`src/rtl/core/transport_stream_video_demux_core_defines.svh`:
```
// assertion macros shared by the demux core modules
`ifndef TRANSPORT_STREAM_VIDEO_DEMUX_CORE_DEFINES_SVH
`define TRANSPORT_STREAM_VIDEO_DEMUX_CORE_DEFINES_SVH

// same-cycle implication, checked outside reset
`define TSVD_ASSERT_IMP(lbl, ante, cons, msg) \
  lbl: assert property (@(posedge clk) disable iff (!rst_n) (ante) |-> (cons)) \
    else $error(msg);

// next-cycle implication, checked outside reset
`define TSVD_ASSERT_NXT(lbl, ante, cons, msg) \
  lbl: assert property (@(posedge clk) disable iff (!rst_n) (ante) |=> (cons)) \
    else $error(msg);

`endif

```
`src/rtl/core/tsvd_pkg.sv`:
```
// shared types and constants of the transport stream video demux
package tsvd_pkg;

  // longest packet, sets the sync history depth
  localparam int MAX_PACKET_BYTES = 204;
  localparam logic [7:0] SEEN_MAX = 8'(MAX_PACKET_BYTES + 1);

  localparam logic [7:0] SYNC_CODE = 8'h47;
  localparam logic [7:0] PES_PREFIX_SKIP = 8'd7;
  localparam logic [7:0] PREFIX_BYTES = 8'd4;
  localparam logic [7:0] PARITY_BYTES = 8'd16;

  // packet lengths and the count loaded at sync (length minus one)
  localparam logic [7:0] LEN_188 = 8'd188;
  localparam logic [7:0] LEN_192 = 8'd192;
  localparam logic [7:0] LEN_204 = 8'd204;
  localparam logic [7:0] REM_188 = 8'd187;
  localparam logic [7:0] REM_204 = 8'd203;

  // packet format codes
  localparam logic [1:0] FMT_188 = 2'd0;
  localparam logic [1:0] FMT_192 = 2'd1;
  localparam logic [1:0] FMT_204 = 2'd2;

  // configuration register indexes
  localparam logic CFG_PACKET_FORMAT = 1'b0;
  localparam logic CFG_VIDEO_PID = 1'b1;

  localparam int PID_W = 13;

  // queue between parser and output stage
  localparam int QUEUE_DEPTH = 4;
  localparam int QPTR_W = $clog2(QUEUE_DEPTH);
  localparam int QCNT_W = $clog2(QUEUE_DEPTH + 1);

  typedef enum logic [3:0] {
    PH_PREFIX    = 4'd0,
    PH_HUNT      = 4'd1,
    PH_HDR1      = 4'd2,
    PH_HDR2      = 4'd3,
    PH_HDR3      = 4'd4,
    PH_AF_LEN    = 4'd5,
    PH_AF_SKIP   = 4'd6,
    PH_PES_SKIP  = 4'd7,
    PH_PES_CODE  = 4'd8,
    PH_PES_HLEN  = 4'd9,
    PH_PES_HSKIP = 4'd10,
    PH_PAYLOAD   = 4'd11,
    PH_DROP      = 4'd12
  } tsvd_phase_t;

  // one payload word
  typedef struct packed {
    logic [7:0] payload_byte;
    logic       unit_start;
    logic       packet_last;
  } tsvd_word_t;

  // queue status seen by both sides
  typedef struct packed {
    logic full;
    logic empty;
  } tsvd_qstat_t;

endpackage

```
`src/rtl/core/tsvd_front.sv`:
```
// byte parser: sync hunt, header decode, skips and payload selection
module tsvd_front import tsvd_pkg::*; (
  input  logic             clk,
  input  logic             rst_n,
  input  logic             in_valid,
  output logic             in_stall,
  input  logic [7:0]       in_byte,
  input  logic             cfg_valid,
  input  logic             cfg_index,
  input  logic [PID_W-1:0] cfg_data,
  input  tsvd_qstat_t      qstat,
  output logic             push,
  output tsvd_word_t       push_word
);

  tsvd_phase_t           phase_r, phase_nxt;
  logic [7:0]            br_r, br_nxt;
  logic [7:0]            skip_r, skip_nxt;
  logic [15:0]           hh_r, hh_nxt;
  logic [7:0]            seen_r;
  logic [MAX_PACKET_BYTES-1:0] hist_r;
  logic [1:0]            fmt_r;
  logic [PID_W-1:0]      pid_r;

  logic       acc;
  logic [7:0] br_dec;
  logic [7:0] skip_dec;
  logic [7:0] pkt_len;
  logic [7:0] par_len;
  logic       hist_tap;
  logic       sync_ok;
  logic       hunt_hit;
  logic       sel_pid;
  logic [1:0] afc;

  assign in_stall = qstat.full;
  assign acc      = in_valid && !in_stall;

  // configuration registers
  always_ff @(posedge clk) begin
    if (!rst_n) begin
      fmt_r <= FMT_188;
      pid_r <= '0;
    end else if (cfg_valid) begin
      unique case (cfg_index)
        CFG_PACKET_FORMAT: fmt_r <= cfg_data[1:0];
        CFG_VIDEO_PID:     pid_r <= cfg_data;
        default:           ;
      endcase
    end
  end

  // packet length, parity length and history tap for the current format
  always_comb begin
    unique case (fmt_r)
      FMT_192: begin
        pkt_len  = LEN_192;
        par_len  = '0;
        hist_tap = hist_r[int'(LEN_192) - 1];
      end
      FMT_204: begin
        pkt_len  = LEN_204;
        par_len  = PARITY_BYTES;
        hist_tap = hist_r[int'(LEN_204) - 1];
      end
      default: begin
        pkt_len  = LEN_188;
        par_len  = '0;
        hist_tap = hist_r[int'(LEN_188) - 1];
      end
    endcase
  end

  // a sync byte counts early in the stream or when one packet back was a sync
  assign sync_ok  = (seen_r < pkt_len) || hist_tap;
  assign hunt_hit = (in_byte == SYNC_CODE) && sync_ok;
  assign br_dec   = (br_r != 8'd0) ? br_r - 8'd1 : br_r;
  assign skip_dec = (skip_r != 8'd0) ? skip_r - 8'd1 : skip_r;
  assign sel_pid  = (hh_r[PID_W-1:0] == pid_r) && (br_dec != 8'd0);
  assign afc      = in_byte[5:4];

  // parser state registers
  always_ff @(posedge clk) begin
    if (!rst_n) begin
      phase_r <= PH_PREFIX;
      br_r    <= '0;
      skip_r  <= '0;
      hh_r    <= '0;
    end else begin
      phase_r <= phase_nxt;
      br_r    <= br_nxt;
      skip_r  <= skip_nxt;
      hh_r    <= hh_nxt;
    end
  end

  // stream history for sync confirmation
  always_ff @(posedge clk) begin
    if (!rst_n) begin
      hist_r <= '0;
      seen_r <= '0;
    end else if (acc) begin
      hist_r <= {hist_r[MAX_PACKET_BYTES-2:0], in_byte == SYNC_CODE};
      if (seen_r < SEEN_MAX) begin
        seen_r <= seen_r + 8'd1;
      end
    end
  end

  // next phase and emitted word
  always_comb begin
    phase_nxt = phase_r;
    br_nxt    = br_r;
    skip_nxt  = skip_r;
    hh_nxt    = hh_r;
    push      = 1'b0;
    push_word.payload_byte = in_byte;
    push_word.unit_start   = hh_r[14];
    push_word.packet_last  = (br_dec == par_len);
    if (acc) begin
      if (phase_r != PH_PREFIX && phase_r != PH_HUNT) begin
        br_nxt = br_dec;
      end
      unique case (phase_r)
        PH_PREFIX: begin
          if (fmt_r == FMT_192 && skip_r < PREFIX_BYTES) begin
            skip_nxt = skip_r + 8'd1;
            if (skip_r + 8'd1 >= PREFIX_BYTES) begin
              phase_nxt = PH_HUNT;
            end
          end else begin
            phase_nxt = PH_HUNT;
            if (hunt_hit) begin
              br_nxt    = (fmt_r == FMT_204) ? REM_204 : REM_188;
              hh_nxt    = '0;
              phase_nxt = PH_HDR1;
            end
          end
        end
        PH_HUNT: begin
          if (hunt_hit) begin
            br_nxt    = (fmt_r == FMT_204) ? REM_204 : REM_188;
            hh_nxt    = '0;
            phase_nxt = PH_HDR1;
          end
        end
        PH_HDR1: begin
          hh_nxt    = {in_byte, 8'h00};
          phase_nxt = PH_HDR2;
        end
        PH_HDR2: begin
          hh_nxt    = {hh_r[15:8], in_byte};
          phase_nxt = PH_HDR3;
        end
        PH_HDR3: begin
          if (hh_r[15] || afc == 2'd0) begin
            phase_nxt = PH_DROP;
          end else if (afc[1]) begin
            phase_nxt = PH_AF_LEN;
          end else if (!sel_pid) begin
            phase_nxt = PH_DROP;
          end else if (hh_r[14]) begin
            skip_nxt  = PES_PREFIX_SKIP;
            phase_nxt = PH_PES_SKIP;
          end else begin
            phase_nxt = PH_PAYLOAD;
          end
        end
        PH_AF_LEN: begin
          if (in_byte != 8'd0) begin
            skip_nxt  = in_byte;
            phase_nxt = PH_AF_SKIP;
          end else if (!sel_pid) begin
            phase_nxt = PH_DROP;
          end else if (hh_r[14]) begin
            skip_nxt  = PES_PREFIX_SKIP;
            phase_nxt = PH_PES_SKIP;
          end else begin
            phase_nxt = PH_PAYLOAD;
          end
        end
        PH_AF_SKIP: begin
          skip_nxt = skip_dec;
          if (skip_dec == 8'd0) begin
            if (!sel_pid) begin
              phase_nxt = PH_DROP;
            end else if (hh_r[14]) begin
              skip_nxt  = PES_PREFIX_SKIP;
              phase_nxt = PH_PES_SKIP;
            end else begin
              phase_nxt = PH_PAYLOAD;
            end
          end
        end
        PH_PES_SKIP: begin
          skip_nxt = skip_dec;
          if (skip_dec == 8'd0) begin
            phase_nxt = PH_PES_CODE;
          end
        end
        PH_PES_CODE: begin
          phase_nxt = PH_PES_HLEN;
        end
        PH_PES_HLEN: begin
          if (in_byte == 8'd0) begin
            phase_nxt = PH_PAYLOAD;
          end else begin
            skip_nxt  = in_byte;
            phase_nxt = PH_PES_HSKIP;
          end
        end
        PH_PES_HSKIP: begin
          skip_nxt = skip_dec;
          if (skip_dec == 8'd0) begin
            phase_nxt = PH_PAYLOAD;
          end
        end
        PH_PAYLOAD: begin
          // parity tail of 204-byte packets is counted but not emitted
          if (br_dec >= par_len) begin
            push       = 1'b1;
            hh_nxt[14] = 1'b0;
          end
        end
        default: ;
      endcase
      // packet end returns to the prefix phase
      if (phase_r != PH_PREFIX && phase_r != PH_HUNT && br_dec == 8'd0) begin
        phase_nxt = PH_PREFIX;
        skip_nxt  = '0;
      end
    end
  end

`include "transport_stream_video_demux_core_defines.svh"

  `TSVD_ASSERT_IMP(a_push_in_payload, push, phase_r == PH_PAYLOAD && acc, "word pushed outside payload phase")
  `TSVD_ASSERT_IMP(a_count_bound, 1'b1, br_r <= REM_204, "packet byte count out of range")

endmodule

```
`src/rtl/core/tsvd_queue.sv`:
```
// short word queue between the parser and the output stage
module tsvd_queue import tsvd_pkg::*; (
  input  logic        clk,
  input  logic        rst_n,
  input  logic        push,
  input  tsvd_word_t  push_word,
  input  logic        pop,
  output tsvd_word_t  head_word,
  output tsvd_qstat_t qstat
);

  tsvd_word_t        mem_r [QUEUE_DEPTH];
  logic [QPTR_W-1:0] wr_ptr_r;
  logic [QPTR_W-1:0] rd_ptr_r;
  logic [QCNT_W-1:0] count_r;

  assign qstat.full  = (count_r == QCNT_W'(QUEUE_DEPTH));
  assign qstat.empty = (count_r == '0);
  assign head_word   = mem_r[rd_ptr_r];

  // storage
  always_ff @(posedge clk) begin
    if (push) begin
      mem_r[wr_ptr_r] <= push_word;
    end
  end

  // pointers and fill count
  always_ff @(posedge clk) begin
    if (!rst_n) begin
      wr_ptr_r <= '0;
      rd_ptr_r <= '0;
      count_r  <= '0;
    end else begin
      if (push) begin
        wr_ptr_r <= QPTR_W'(wr_ptr_r + 1'b1);
      end
      if (pop) begin
        rd_ptr_r <= QPTR_W'(rd_ptr_r + 1'b1);
      end
      case ({push, pop})
        2'b10:   count_r <= count_r + 1'b1;
        2'b01:   count_r <= count_r - 1'b1;
        default: ;
      endcase
    end
  end

`include "transport_stream_video_demux_core_defines.svh"

  `TSVD_ASSERT_IMP(a_no_push_full, push, !qstat.full, "push into full queue")
  `TSVD_ASSERT_IMP(a_no_pop_empty, pop, !qstat.empty, "pop from empty queue")
  `TSVD_ASSERT_NXT(a_count_up, push && !pop, count_r == QCNT_W'($past(count_r) + 1'b1), "queue count did not grow")

endmodule

```
`src/rtl/core/tsvd_back.sv`:
```
// output register fed from the queue
module tsvd_back import tsvd_pkg::*; (
  input  logic        clk,
  input  logic        rst_n,
  input  tsvd_qstat_t qstat,
  input  tsvd_word_t  head_word,
  output logic        pop,
  output logic        out_valid,
  input  logic        out_stall,
  output logic [7:0]  out_payload_byte,
  output logic        out_unit_start,
  output logic        out_packet_last
);

  logic       out_valid_r;
  tsvd_word_t out_word_r;
  logic       load;

  // refill when empty or when the held word is taken
  assign load = !out_valid_r || !out_stall;
  assign pop  = load && !qstat.empty;

  always_ff @(posedge clk) begin
    if (!rst_n) begin
      out_valid_r <= 1'b0;
    end else if (load) begin
      out_valid_r <= !qstat.empty;
    end
  end

  always_ff @(posedge clk) begin
    if (pop) begin
      out_word_r <= head_word;
    end
  end

  assign out_valid        = out_valid_r;
  assign out_payload_byte = out_word_r.payload_byte;
  assign out_unit_start   = out_word_r.unit_start;
  assign out_packet_last  = out_word_r.packet_last;

endmodule

```
`src/rtl/core/transport_stream_video_demux_core.sv`:
```
// Transport stream video demux: takes one stream byte per cycle while the
// queue has room; the parser handles each byte in the cycle it is accepted,
// so the sustained rate is one byte per clock unless the output stalls.
// Payload words of the selected PID leave through a four-word queue and an
// output register; the input stalls only while that queue is full.
// Configuration writes are always ready and take effect on the next byte.
module transport_stream_video_demux_core import tsvd_pkg::*; (
  input  logic             clk,
  input  logic             rst_n,
  input  logic             in_valid,
  output logic             in_stall,
  input  logic [7:0]       in_byte,
  output logic             out_valid,
  input  logic             out_stall,
  output logic [7:0]       out_payload_byte,
  output logic             out_unit_start,
  output logic             out_packet_last,
  input  logic             cfg_valid,
  output logic             cfg_ready,
  input  logic             cfg_index,
  input  logic [PID_W-1:0] cfg_data
);

  tsvd_qstat_t qstat;
  tsvd_word_t  push_word;
  tsvd_word_t  head_word;
  logic        push;
  logic        pop;

  assign cfg_ready = 1'b1;

  // parser
  tsvd_front u_front (
    .clk       (clk),
    .rst_n     (rst_n),
    .in_valid  (in_valid),
    .in_stall  (in_stall),
    .in_byte   (in_byte),
    .cfg_valid (cfg_valid),
    .cfg_index (cfg_index),
    .cfg_data  (cfg_data),
    .qstat     (qstat),
    .push      (push),
    .push_word (push_word)
  );

  // word queue
  tsvd_queue u_queue (
    .clk       (clk),
    .rst_n     (rst_n),
    .push      (push),
    .push_word (push_word),
    .pop       (pop),
    .head_word (head_word),
    .qstat     (qstat)
  );

  // output stage
  tsvd_back u_back (
    .clk              (clk),
    .rst_n            (rst_n),
    .qstat            (qstat),
    .head_word        (head_word),
    .pop              (pop),
    .out_valid        (out_valid),
    .out_stall        (out_stall),
    .out_payload_byte (out_payload_byte),
    .out_unit_start   (out_unit_start),
    .out_packet_last  (out_packet_last)
  );

endmodule
```
`config.mk`:
```
export PLATFORM = sky130hd
export DESIGN_NAME = transport_stream_video_demux_core
export DESIGN_NICKNAME = d
export VERILOG_FILES = /design/src/rtl/core/tsvd_pkg.sv /design/src/rtl/core/tsvd_front.sv /design/src/rtl/core/tsvd_queue.sv /design/src/rtl/core/tsvd_back.sv /design/src/rtl/core/transport_stream_video_demux_core.sv
export VERILOG_INCLUDE_DIRS = /design/src /design/src/rtl/core
export SDC_FILE = /design/constraint.sdc
export NUM_CORES = 1
export LEC_CHECK = 0
export BUFFER_PORTS_ARGS = -buffer_cell sky130_fd_sc_hd__buf_4
export CORE_MARGIN = 10
export CORE_UTILIZATION = 47
export CTS_CLUSTER_DIAMETER = 80
export DETAILED_ROUTE_END_ITERATION = 12
export HOLD_SLACK_MARGIN = 0.12
export SYNTH_ARGS = -nofsm -noshare
export SYNTH_HDL_FRONTEND = slang
export SYNTH_SLANG_ARGS = --single-unit
```
`constraint.sdc`:
```
create_clock -name clk -period 4 [get_ports clk]
set_clock_uncertainty 0.05 [all_clocks]
set_input_delay 0.4 -clock clk [delete_from_list [all_inputs] [get_ports clk]]
set_output_delay 0.4 -clock clk [all_outputs]
set_load 0.02 [all_outputs]
```
### Word-level counts from Yosys, hierarchy flattened

Memory sizes are Yosys's and may differ from the RTL's. A register that Yosys moved wholly into a read port is not among the register bits.
Cells that the tools add are included.

| cells by class | value |
|---|---|
| add/sub/neg operators | 8 |
| order comparisons | 5 |
| equal/unequal tests | 31 |
| multiplexer cells | 49 |
| bitwise logic cells | 2 |
| reductions and logical operators | 41 |

Operators by type and width:

| cell | number |
|---|---|
| 8-bit two-way mux | 16 |
| 14-bit one-hot mux with 4 select lines | 1 |
| 4-bit two-way mux | 12 |
| 8-bit one-hot mux with 6 select lines | 1 |
| 4-bit one-hot mux with 11 select lines | 1 |
| 16-bit two-way mux | 2 |
| 8-bit nonzero test | 4 |
| 8-bit logical NOT | 3 |
| 8-bit by 1-bit adder with 8-bit output (second input constant) | 2 |
| 4-bit by 3-bit == test with 1-bit output (second input constant) | 4 |
| 4-bit == test (second input constant) | 4 |
| 8-bit one-hot mux with 2 select lines | 1 |
| 8-bit by 1-bit subtractor with 8-bit output (second input constant) | 2 |
| 3-bit by 1-bit != test with 1-bit output (second input constant) | 5 |
| 7-bit one-hot mux with 2 select lines | 1 |
| 13-bit == test | 1 |
| 12-bit nonzero test | 1 |
| 4-bit nonzero test | 3 |
| 4-bit by 2-bit == test with 1-bit output (second input constant) | 2 |
| 8-bit by 5-bit == test with 1-bit output | 1 |
| 8-bit by 7-bit == test with 1-bit output (second input constant) | 1 |
| 8-bit by 3-bit greater-or-equal comparator with 1-bit output (second input constant) | 1 |
| 8-bit by 5-bit greater-or-equal comparator with 1-bit output | 1 |
| 8-bit by 3-bit < comparator with 1-bit output (second input constant) | 1 |
| 39 further kinds | 65 |

| word-level totals | value |
|---|---|
| bits in registers | 271 |
| memory bits (writable) | 40 |
| bits of input ports | 27 |
| output and inout port bits | 13 |
| logic and storage cells | 152 |
| memories kept | 1 |

Memory list:

| memory | depth | bits a word | read ports | clocked after Yosys merged registers in | write ports | line | source |
|---|---|---|---|---|---|---|---|
| u_queue.mem_r | 4 | 10 | 1 | 1 | 1 | tsvd_queue.sv:12 | `tsvd_word_t mem_r [QUEUE_DEPTH];` |

### Longest topological paths before layout

Gate-level depths: netlist (run 1).

| depth | value |
|---|---|
| depth in word-level cells | 9 |
| mapped depth | 16 |
| mapped depth without buffers | 16 |

### Hierarchy

Synthesis (run 1) repeated with hierarchy kept, for this count alone.

| second synthesis, totals | value |
|---|---|
| cell total of the unflattened synthesis | 1581 |
| area, all modules | 13959.6 um^2 |

By module, submodules not included:

| module | instances | cells each | area each (um^2) | seq. area each (um^2) |
|---|---|---|---|---|
| tsvd_front | 1 | 1467 | 11715.0 | 5245.0 |
| tsvd_queue | 1 | 98 | 1893.1 | 1381.3 |
| tsvd_back | 1 | 14 | 340.3 | 320.3 |
| transport_stream_video_demux_core | 1 | 2 | 11.3 | 0.0 |

### Worst setup path after synthesis (run 1)

No wires, ideal clock.

| timing | value |
|---|---|
| path type | register to register |
| start | reg u_front.br_r[0] |
| end | reg u_queue.count_r[2] |
| setup time | 0.070 ns |
| arrival time | 3.430 ns |
| data required time | 3.880 ns |
| slack | 0.450 ns |
| stages on the path, launching flop included | 17 |
| buffers on the path | 1 |
| clock period less this slack | 3.550 ns |
| cells stage by stage | dfxtp_1 inv_1 ha_1 or3b_2 clkbuf_1 o21ai_0 ha_1 a21boi_2 nor3b_1 nor4_4 inv_1 ha_1 inv_1 fa_1 xor2_1 or3_1 a21oi_1 |

| between the ends | value |
|---|---|
| word-level cells in the longest chain between the ends | 8 |
| elaborated cells between the ends (all ways) | 11 |
| classes of those cells | add/sub: 1; order compare: 1; eq/ne: 2; mux: 5; reduce/logical: 2 |

RTL lines:

| item | line | source |
|---|---|---|
| from (decl) | tsvd_front.sv:17 | `logic [7:0] br_r, br_nxt;` |
| from (signal assigned) | tsvd_front.sv:91 | `br_r <= br_nxt;` |
| 8-bit by 1-bit subtractor with 8-bit output or 8-bit nonzero test (tied branches) | tsvd_front.sv:77 | `assign br_dec = (br_r != 8'd0) ? br_r - 8'd1 : br_r;` |
| 8-bit two-way mux (*) | tsvd_front.sv:77 |  |
| 8-bit by 5-bit greater-or-equal comparator with 1-bit output (*) | tsvd_front.sv:220 | `if (br_dec >= par_len) begin` |
| 1-bit two-way mux (*) | tsvd_front.sv:220 |  |
| 1-bit two-way mux (*) | tsvd_front.sv:124 | `unique case (phase_r)` |
| 1-bit two-way mux (*) | tsvd_front.sv:120 | `if (acc) begin` |
| 2-bit by 1-bit == test with 1-bit output or 2-bit == test (tied branches) | tsvd_queue.sv:41 | `case ({push, pop})` |
| 3-bit one-hot mux with 2 select lines or 2-bit nonzero test (tied branches) | - |  |
| to (signal assigned) | tsvd_queue.sv:42 | `2'b10: count_r <= count_r + 1'b1;` |
| to (signal assigned) | tsvd_queue.sv:43 | `2'b01: count_r <= count_r - 1'b1;` |
| to (decl) | tsvd_queue.sv:15 | `logic [QCNT_W-1:0] count_r;` |

Mark *: on every way between the ends. The rest lies on a longest branch, timed or not.
A chain may end at the register's enable or synchronous reset.

### Worst setup path in the final report (run 1)

Ends and elaborated chain as after synthesis.

==> impl_metrics.env, run 1 <==
export IMPL_synth_top_cell_area_share_pct=40.3
export IMPL_synth_area_leaders="dfxtp_1, nand2_1, edfxtp_1"
export IMPL_leakagePower_nw=5.08
export IMPL_worst_hold_slack_ns=0.138
export IMPL_wl_per_cell_um=14.3
export IMPL_coreArea_mm2=0.0279
export IMPL_drc=0
export IMPL_endpoint_kind="register"
export IMPL_worst_pin_slew_ns=1.06
export IMPL_period_needed_ns=3.67
export IMPL_grt_usage_pct=15.3
export IMPL_critPathLaunch="u_front.br_r[0]"
export IMPL_die_y_um=189
export IMPL_cts_resized_gates=0
export IMPL_rows=61
export IMPL_drive_above_1_share_pct=8.75
export IMPL_yosysWarningCount=0
export IMPL_antenna_cells=0
export IMPL_synth_most_common_cell="nand2_1"
export IMPL_io_buffers=38
export IMPL_vdd_drop_max_uv=298
export IMPL_cts_tree="yes"
export IMPL_yosys_register_bits=320
export IMPL_ant_nets=0
export IMPL_antenna_found_initial=0
export IMPL_fill_cells=2615
export IMPL_rsz0062_at_grt="no"
export IMPL_vias=10561
export IMPL_grt_pass1_vias=9746
export IMPL_slowest_delay_ns=0.52
export IMPL_post_route_util_pct=54.4
export IMPL_drt_pre_antenna_iters=5
export IMPL_detail_route_wirelength_um=28100
export IMPL_grt_max_degree=165
export IMPL_layout_nets=1614
export IMPL_synth_ff_type="dfxtp_1"
export IMPL_cts_root_buf="clkbuf_16"
export IMPL_min_from="in_byte[3]"
export IMPL_finalSetupTns_ns=0
export IMPL_synth_seq_area_share_pct=51.5
export IMPL_hold_path_class="in -> reg"
export IMPL_finalSetupViolCount=0
export IMPL_fin_crit_sh_pct=91.8
export IMPL_place_gp_congestion=0.843
export IMPL_crit_required_ns=4.39
export IMPL_syn_nets=1618
export IMPL_synthTopCellsByCount="nand2_1, dfxtp_1, a21oi_1, clkbuf_1, nor2_1"
export IMPL_hold_viol_final=0
export IMPL_yosysTopAreaCell="dfxtp_1"
export IMPL_final_max_slew_violation_count=0
export IMPL_fmax_mhz=272
export IMPL_grt_ovfl_total=0
export IMPL_setup_worst_path_class="reg -> reg"
export IMPL_r2r_start="u_front.br_r[0]"
export IMPL_crit_slowest_cell="or3b_2"
export IMPL_cts_buffers=34
export IMPL_synth_cells=1570
export IMPL_drt_iter0_drc=845
export IMPL_io_pins=40
export IMPL_synthArstFlopShare_pct=0
export IMPL_clockBufferDepth=3
export IMPL_cap_violations=0
export IMPL_synth_area_per_cell_um2=8.54
export IMPL_grt_pass1_wl_um=47300
export IMPL_syn2layout_area_growth_pct=13.3
export IMPL_via_per_inst=5.37
export IMPL_postCtsSetupRepairBufs=0
export IMPL_synth_cell_type_count=83
export IMPL_fin_area_mm2=0.0152
export IMPL_power_density_mw_per_mm2=537
export IMPL_synth_area_mm2=0.0134
export IMPL_status="finished, final reports clean"
export IMPL_fp_dieW_um=189
export IMPL_hpwl_um=17200
export IMPL_clock_sinks=320
export IMPL_crit_fanout=8
export IMPL_h_tree_depth=2
export IMPL_timing_critical_path_cells="inv_1 > ha_1 > or3b_2 > o21ai_0 > ha_1 > a21boi_2 > nor3b_1 > buf_4 > nor4_4 > inv_1 > ha_1 > inv_1 > fa_1 > xor2_1 > or3_1 > a21oi_1"
export IMPL_clock_latency_ns=0.51
export IMPL_arrival_ns=4.06
export IMPL_path_clk_slew_ns=0.06
export IMPL_critPathLaunchType="register"
export IMPL_start_util_pct=48.0
export IMPL_placed_area_mm2=0.0139
export IMPL_cts_hold_buffers=19
export IMPL_dieArea_mm2=0.0357
export IMPL_synth_edff_count=50
export IMPL_relSlewSlack_pct=29.1
==> critical path: cells and delay by family, from the launching register on <==
kind / cells / cell delay (ns)
and+or+nand+nor: 4 / 1.08
DFF: 1 / 0.36
xor gates and xnor gates: 1 / 0.16
AOI/OAI and AO/OA: 3 / 0.54
adders and majority gates: 4 / 1.01
buffers and inverters: 4 / 0.40
==> power by group <==
group          internal [mW]  total [mW]  switching [mW]
Clock                   1.89        3.11            1.21
Sequential              3.41        3.54           0.128
Combinational          0.501        1.52            1.02
Total                   5.80        8.16            2.36
==> flip-flops by register name, summed over array words and instances, names as in the netlist <==
register and count:
u_back.out_packet_last 1, u_back.out_payload_byte 8, u_back.out_unit_start 1, u_back.out_valid 1, u_front.br_r 8, u_front.fmt_r 2
u_front.hh_r 15, u_front.hist_r 204, u_front.phase_r 4, u_front.pid_r 13, u_front.seen_r 8, u_front.skip_r 8
u_queue.count_r 3, u_queue.mem_r 40, u_queue.rd_ptr_r 2, u_queue.wr_ptr_r 2
==> path summary, 6_finish.rpt <==
check                                      endpoint  depth (start not counted)  slack, ns
worst min register to register    u_front.hist_r[5]                          2       0.39
worst max-delay path             u_queue.count_r[2]                         16       0.33
worst min-delay path            u_queue.mem_r[2][5]                          1       0.14
worst max register to register   u_queue.count_r[2]                         16       0.33
==> layer usage <==
layer	share of wire, %	GRT usage, %
met3	4.4	2.83
met2	46	24.6
met5	0	0
met4	1.9	4.43
met1	48	20.4
==> placed cells by master (no fill, tap or decap), drive strengths merged, types with 11 or more instances in the layout <==
cell type	n
o211ai	12
nand2b	19
nor2	56
inv	21
dlygate4sd3	19
nand2	471
clkbuf	48
xnor2	20
nor3	15
dfxtp	270
o21ai	32
nand3	18
nor4	12
ha	20
buf	52
nand4	12
mux4	11
edfxtp	50
a21oi	266
==> cell type report <==
cell class / count / area, um2 / share of cell area [%]
clock inverters: 10 / 136 / 0.898
repair buffers: 71 / 618 / 4.07
flip-flops and latches: 320 / 6910 / 45.5
well taps: 378 / 473 / 3.11
clock buffers: 48 / 975 / 6.42
multi-input cells: 1120 / 6000 / 39.5
inverters: 19 / 78.8 / 0.519
==> cell families after synthesis <==
| logic type | share of synthesized area [%] |
|---|---|
| buf+inv | 3.80 |
| mux | 2.16 |
| compound gates | 16.8 |
| flops | 51.5 |
| other cells | 0.0280 |
| simple gates | 21.8 |
| xor+xnor | 1.83 |
| fa+ha+maj | 2.02 |
==> metrics by stage <==
step	total power, mW	cells	worst slack [ns]
finish	8.16	1966	0.327
CTS	8.26	1966	0.312
global route	8.55	1966	0.143
detailed placement	5.12	1889	0.332
floorplan	4.67	1570	0.450
global placement	5.12	1889	0.421
Note: power is estimated with default switching activity, not from simulation.
==> run 2, diff against run 1 <==
SETUP_SLACK_MARGIN = 0.5   (was unset)
==> run 2 against run 1 <==
Net effect: wire length increased by 1.2%; clock-buffer cell count decreased by 4; maximum frequency increased by 9.0%; via count increased by 1.2%; combinational power increased by 3%; worst hold slack got worse by 0.0029 ns; die area unchanged; register-to-register slack improved by 0.30 ns; highest routed layer unchanged; cell count increased by 0.66%; largest cell class unchanged; sequential share of layout area decreased by 0.54 points.
==> impl_metrics.env, run 2 (synthesized netlist as in run 1, its figures left out) <==
export IMPL_status="finished, final reports clean"
export IMPL_crit_fanout=5
export IMPL_path_clk_slew_ns=0.06
export IMPL_top_regs="u_front.hist_r: 204 flops, u_queue.mem_r: 40 flops, u_front.hh_r: 15 flops"
export IMPL_detail_route_wirelength_um=28500
export IMPL_coreArea_mm2=0.0279
export IMPL_io_buffers=38
export IMPL_timing_critical_path_cells="inv_4 > ha_4 > or3b_4 > o21ai_2 > ha_1 > a21boi_2 > nor3b_2 > nor4_4 > inv_1 > ha_2 > inv_1 > fa_1 > xor2_1 > or3_4 > a21oi_2"
export IMPL_drt_iter0_drc=725
export IMPL_fmax_mhz=297
export IMPL_setup_worst_path_class="reg -> reg"
export IMPL_vdd_drop_max_uv=358
export IMPL_crit_buf_inv=3
export IMPL_hpwl_um=16800
export IMPL_cts_root_buf="clkbuf_16"
export IMPL_io_pins=40
export IMPL_die_y_um=189
export IMPL_clockBufferDepth=3
export IMPL_hold_viol_final=0
export IMPL_fill_cells=2609
export IMPL_final_cell_mix="nand2_1, dfxtp_1, a21oi_1, buf_4, nor2_1"
export IMPL_final_max_slew_violation_count=0
export IMPL_largest_register="u_front.hist_r"
export IMPL_grt_pass1_wl_um=47800
export IMPL_drt_pre_antenna_iters=5
export IMPL_grt_ovfl_total=0
export IMPL_via_per_inst=5.40
export IMPL_crit_required_ns=4.40
export IMPL_cap_violations=0
export IMPL_rsz0062_at_grt="no"
export IMPL_h_tree_depth=2
export IMPL_clock_latency_ns=0.52
export IMPL_worst_pin_slew_ns=1.13
export IMPL_hold_path_class="in -> reg"
export IMPL_dieArea_mm2=0.0357
export IMPL_fin_crit_sh_pct=84.2
export IMPL_largest_reg_flops=204
export IMPL_finalSetupTns_ns=0
export IMPL_leakagePower_nw=5.16
export IMPL_ant_nets=0
export IMPL_clock_sinks=320
export IMPL_final_common_cell="nand2_1"
export IMPL_wl_per_cell_um=14.4
export IMPL_arrival_ns=3.77
export IMPL_critical_path_top_delay_family="simple AND/OR/NAND/NOR gates"
export IMPL_place_gp_congestion=0.851
export IMPL_power_density_mw_per_mm2=544
export IMPL_drc=0
export IMPL_layout_nets=1623
export IMPL_seq_area_mm2=0.00692
export IMPL_grt_pass1_vias=9585
export IMPL_critPathLaunchType="register"
export IMPL_syn2layout_area_growth_pct=14.9
export IMPL_cts_tree="yes"
export IMPL_period_needed_ns=3.37
export IMPL_stdcell_count=1979
export IMPL_cts_buffers=35
export IMPL_cp_common_cell="inv_1"
export IMPL_slowest_delay_ns=0.40
export IMPL_grt_max_degree=137
export IMPL_antenna_found_initial=0
export IMPL_drive_above_1_share_pct=10.6
export IMPL_antenna_cells=0
export IMPL_grt_usage_pct=15.5
export IMPL_rows=61
export IMPL_vias=10683
export IMPL_placed_cells=1888
export IMPL_finalSetupViolCount=0
export IMPL_crit_slowest_cell="or3b_4"
export IMPL_endpoint_kind="register"
export IMPL_relSlewSlack_pct=24.8
export IMPL_start_util_pct=48.0
export IMPL_multi_input_area_mm2=0.00608
export IMPL_fp_dieW_um=189
==> run 2: cell types whose count changed in the layout (fill, tap and decap cells not counted), moves of 3 or more <==
cell      change
buf_4         +8
clkbuf_1      -4
clkinv_2      +4
dfxtp_1       -4
ha_1          -3
==> run 2: routing by layer <==
metal | global-route usage (%) | vias up | wire [um]
met4 | 4.58 | 0 | 508
met1 | 21.4 | 5068 | 13400
li1 | - | 5376 | -
met2 | 24.2 | 194 | 13300
met3 | 2.72 | 45 | 1280
met5 | 0 | - | 0
==> run 2: stage by stage <==
stage / setup WS, ns / area (um2) / hold slack (ns) / total power, mW / util, %
finish: 0.631 / 15400 / 0.135 / 8.37 / 55.1
global route: 0.477 / 15400 / 0.133 / 8.77 / 55.1
CTS: 0.501 / 15300 / 0.124 / 8.42 / 54.6
detailed placement: 0.386 / 13900 / 0.392 / 5.11 / 49.6
global placement: 0.443 / 13900 / 0.386 / 5.10 / 49.6
floorplan: 0.551 / 13400 / 0.382 / 4.67 / -
==> run 2: timing repair <==
| action | in CTS | in global routing |
|---|---|---|
| setup buffers | 0 | 7 |
| pin swaps | 1 | 7 |
| resized for setup | 3 | 23 |
| hold buffers | 21 | 0 |
| setup endpoints to repair | 1 | 6 |
| hold endpoints to repair | 43 | 0 |
==> run 2: final timing paths <==
path	start	end	slack, ns	cells after the start
worst max register to register	u_front.br_r[0]	u_queue.count_r[2]	0.63	15
worst min register to register	u_front.hist_r[151]	u_front.hist_r[152]	0.39	2
worst max-delay path	u_front.br_r[0]	u_queue.count_r[2]	0.63	15
worst min-delay path	in_byte[4]	u_queue.mem_r[0][6]	0.14	1
==> run 2: worst register-to-register path: stages, from the launching register on <==
cell and delay, ns:
dfxtp_4 0.36, inv_4 0.08, ha_4 0.13, or3b_4 0.40, o21ai_2 0.17, ha_1 0.24, a21boi_2 0.16, nor3b_2 0.27
nor4_4 0.09, inv_1 0.08, ha_2 0.18, inv_1 0.06, fa_1 0.37, xor2_1 0.17, or3_4 0.39, a21oi_2 0.12
==> run 2: cell type report <==
cell class,instances,area share [%]
clock buffers,44,6.31
repair buffers,79,4.28
inverters,19,0.545
well taps,378,3.07
multi-input cells,1120,39.5
flip-flops and latches,320,44.9
clock inverters,19,1.39
==> run 2: where the power goes <==
part / switching (mW) / internal [mW] / leakage [nW]
logic: 1.03 / 0.530 / 1.95
registers: 0.138 / 3.41 / 2.63
clock network: 1.27 / 1.99 / 0.584
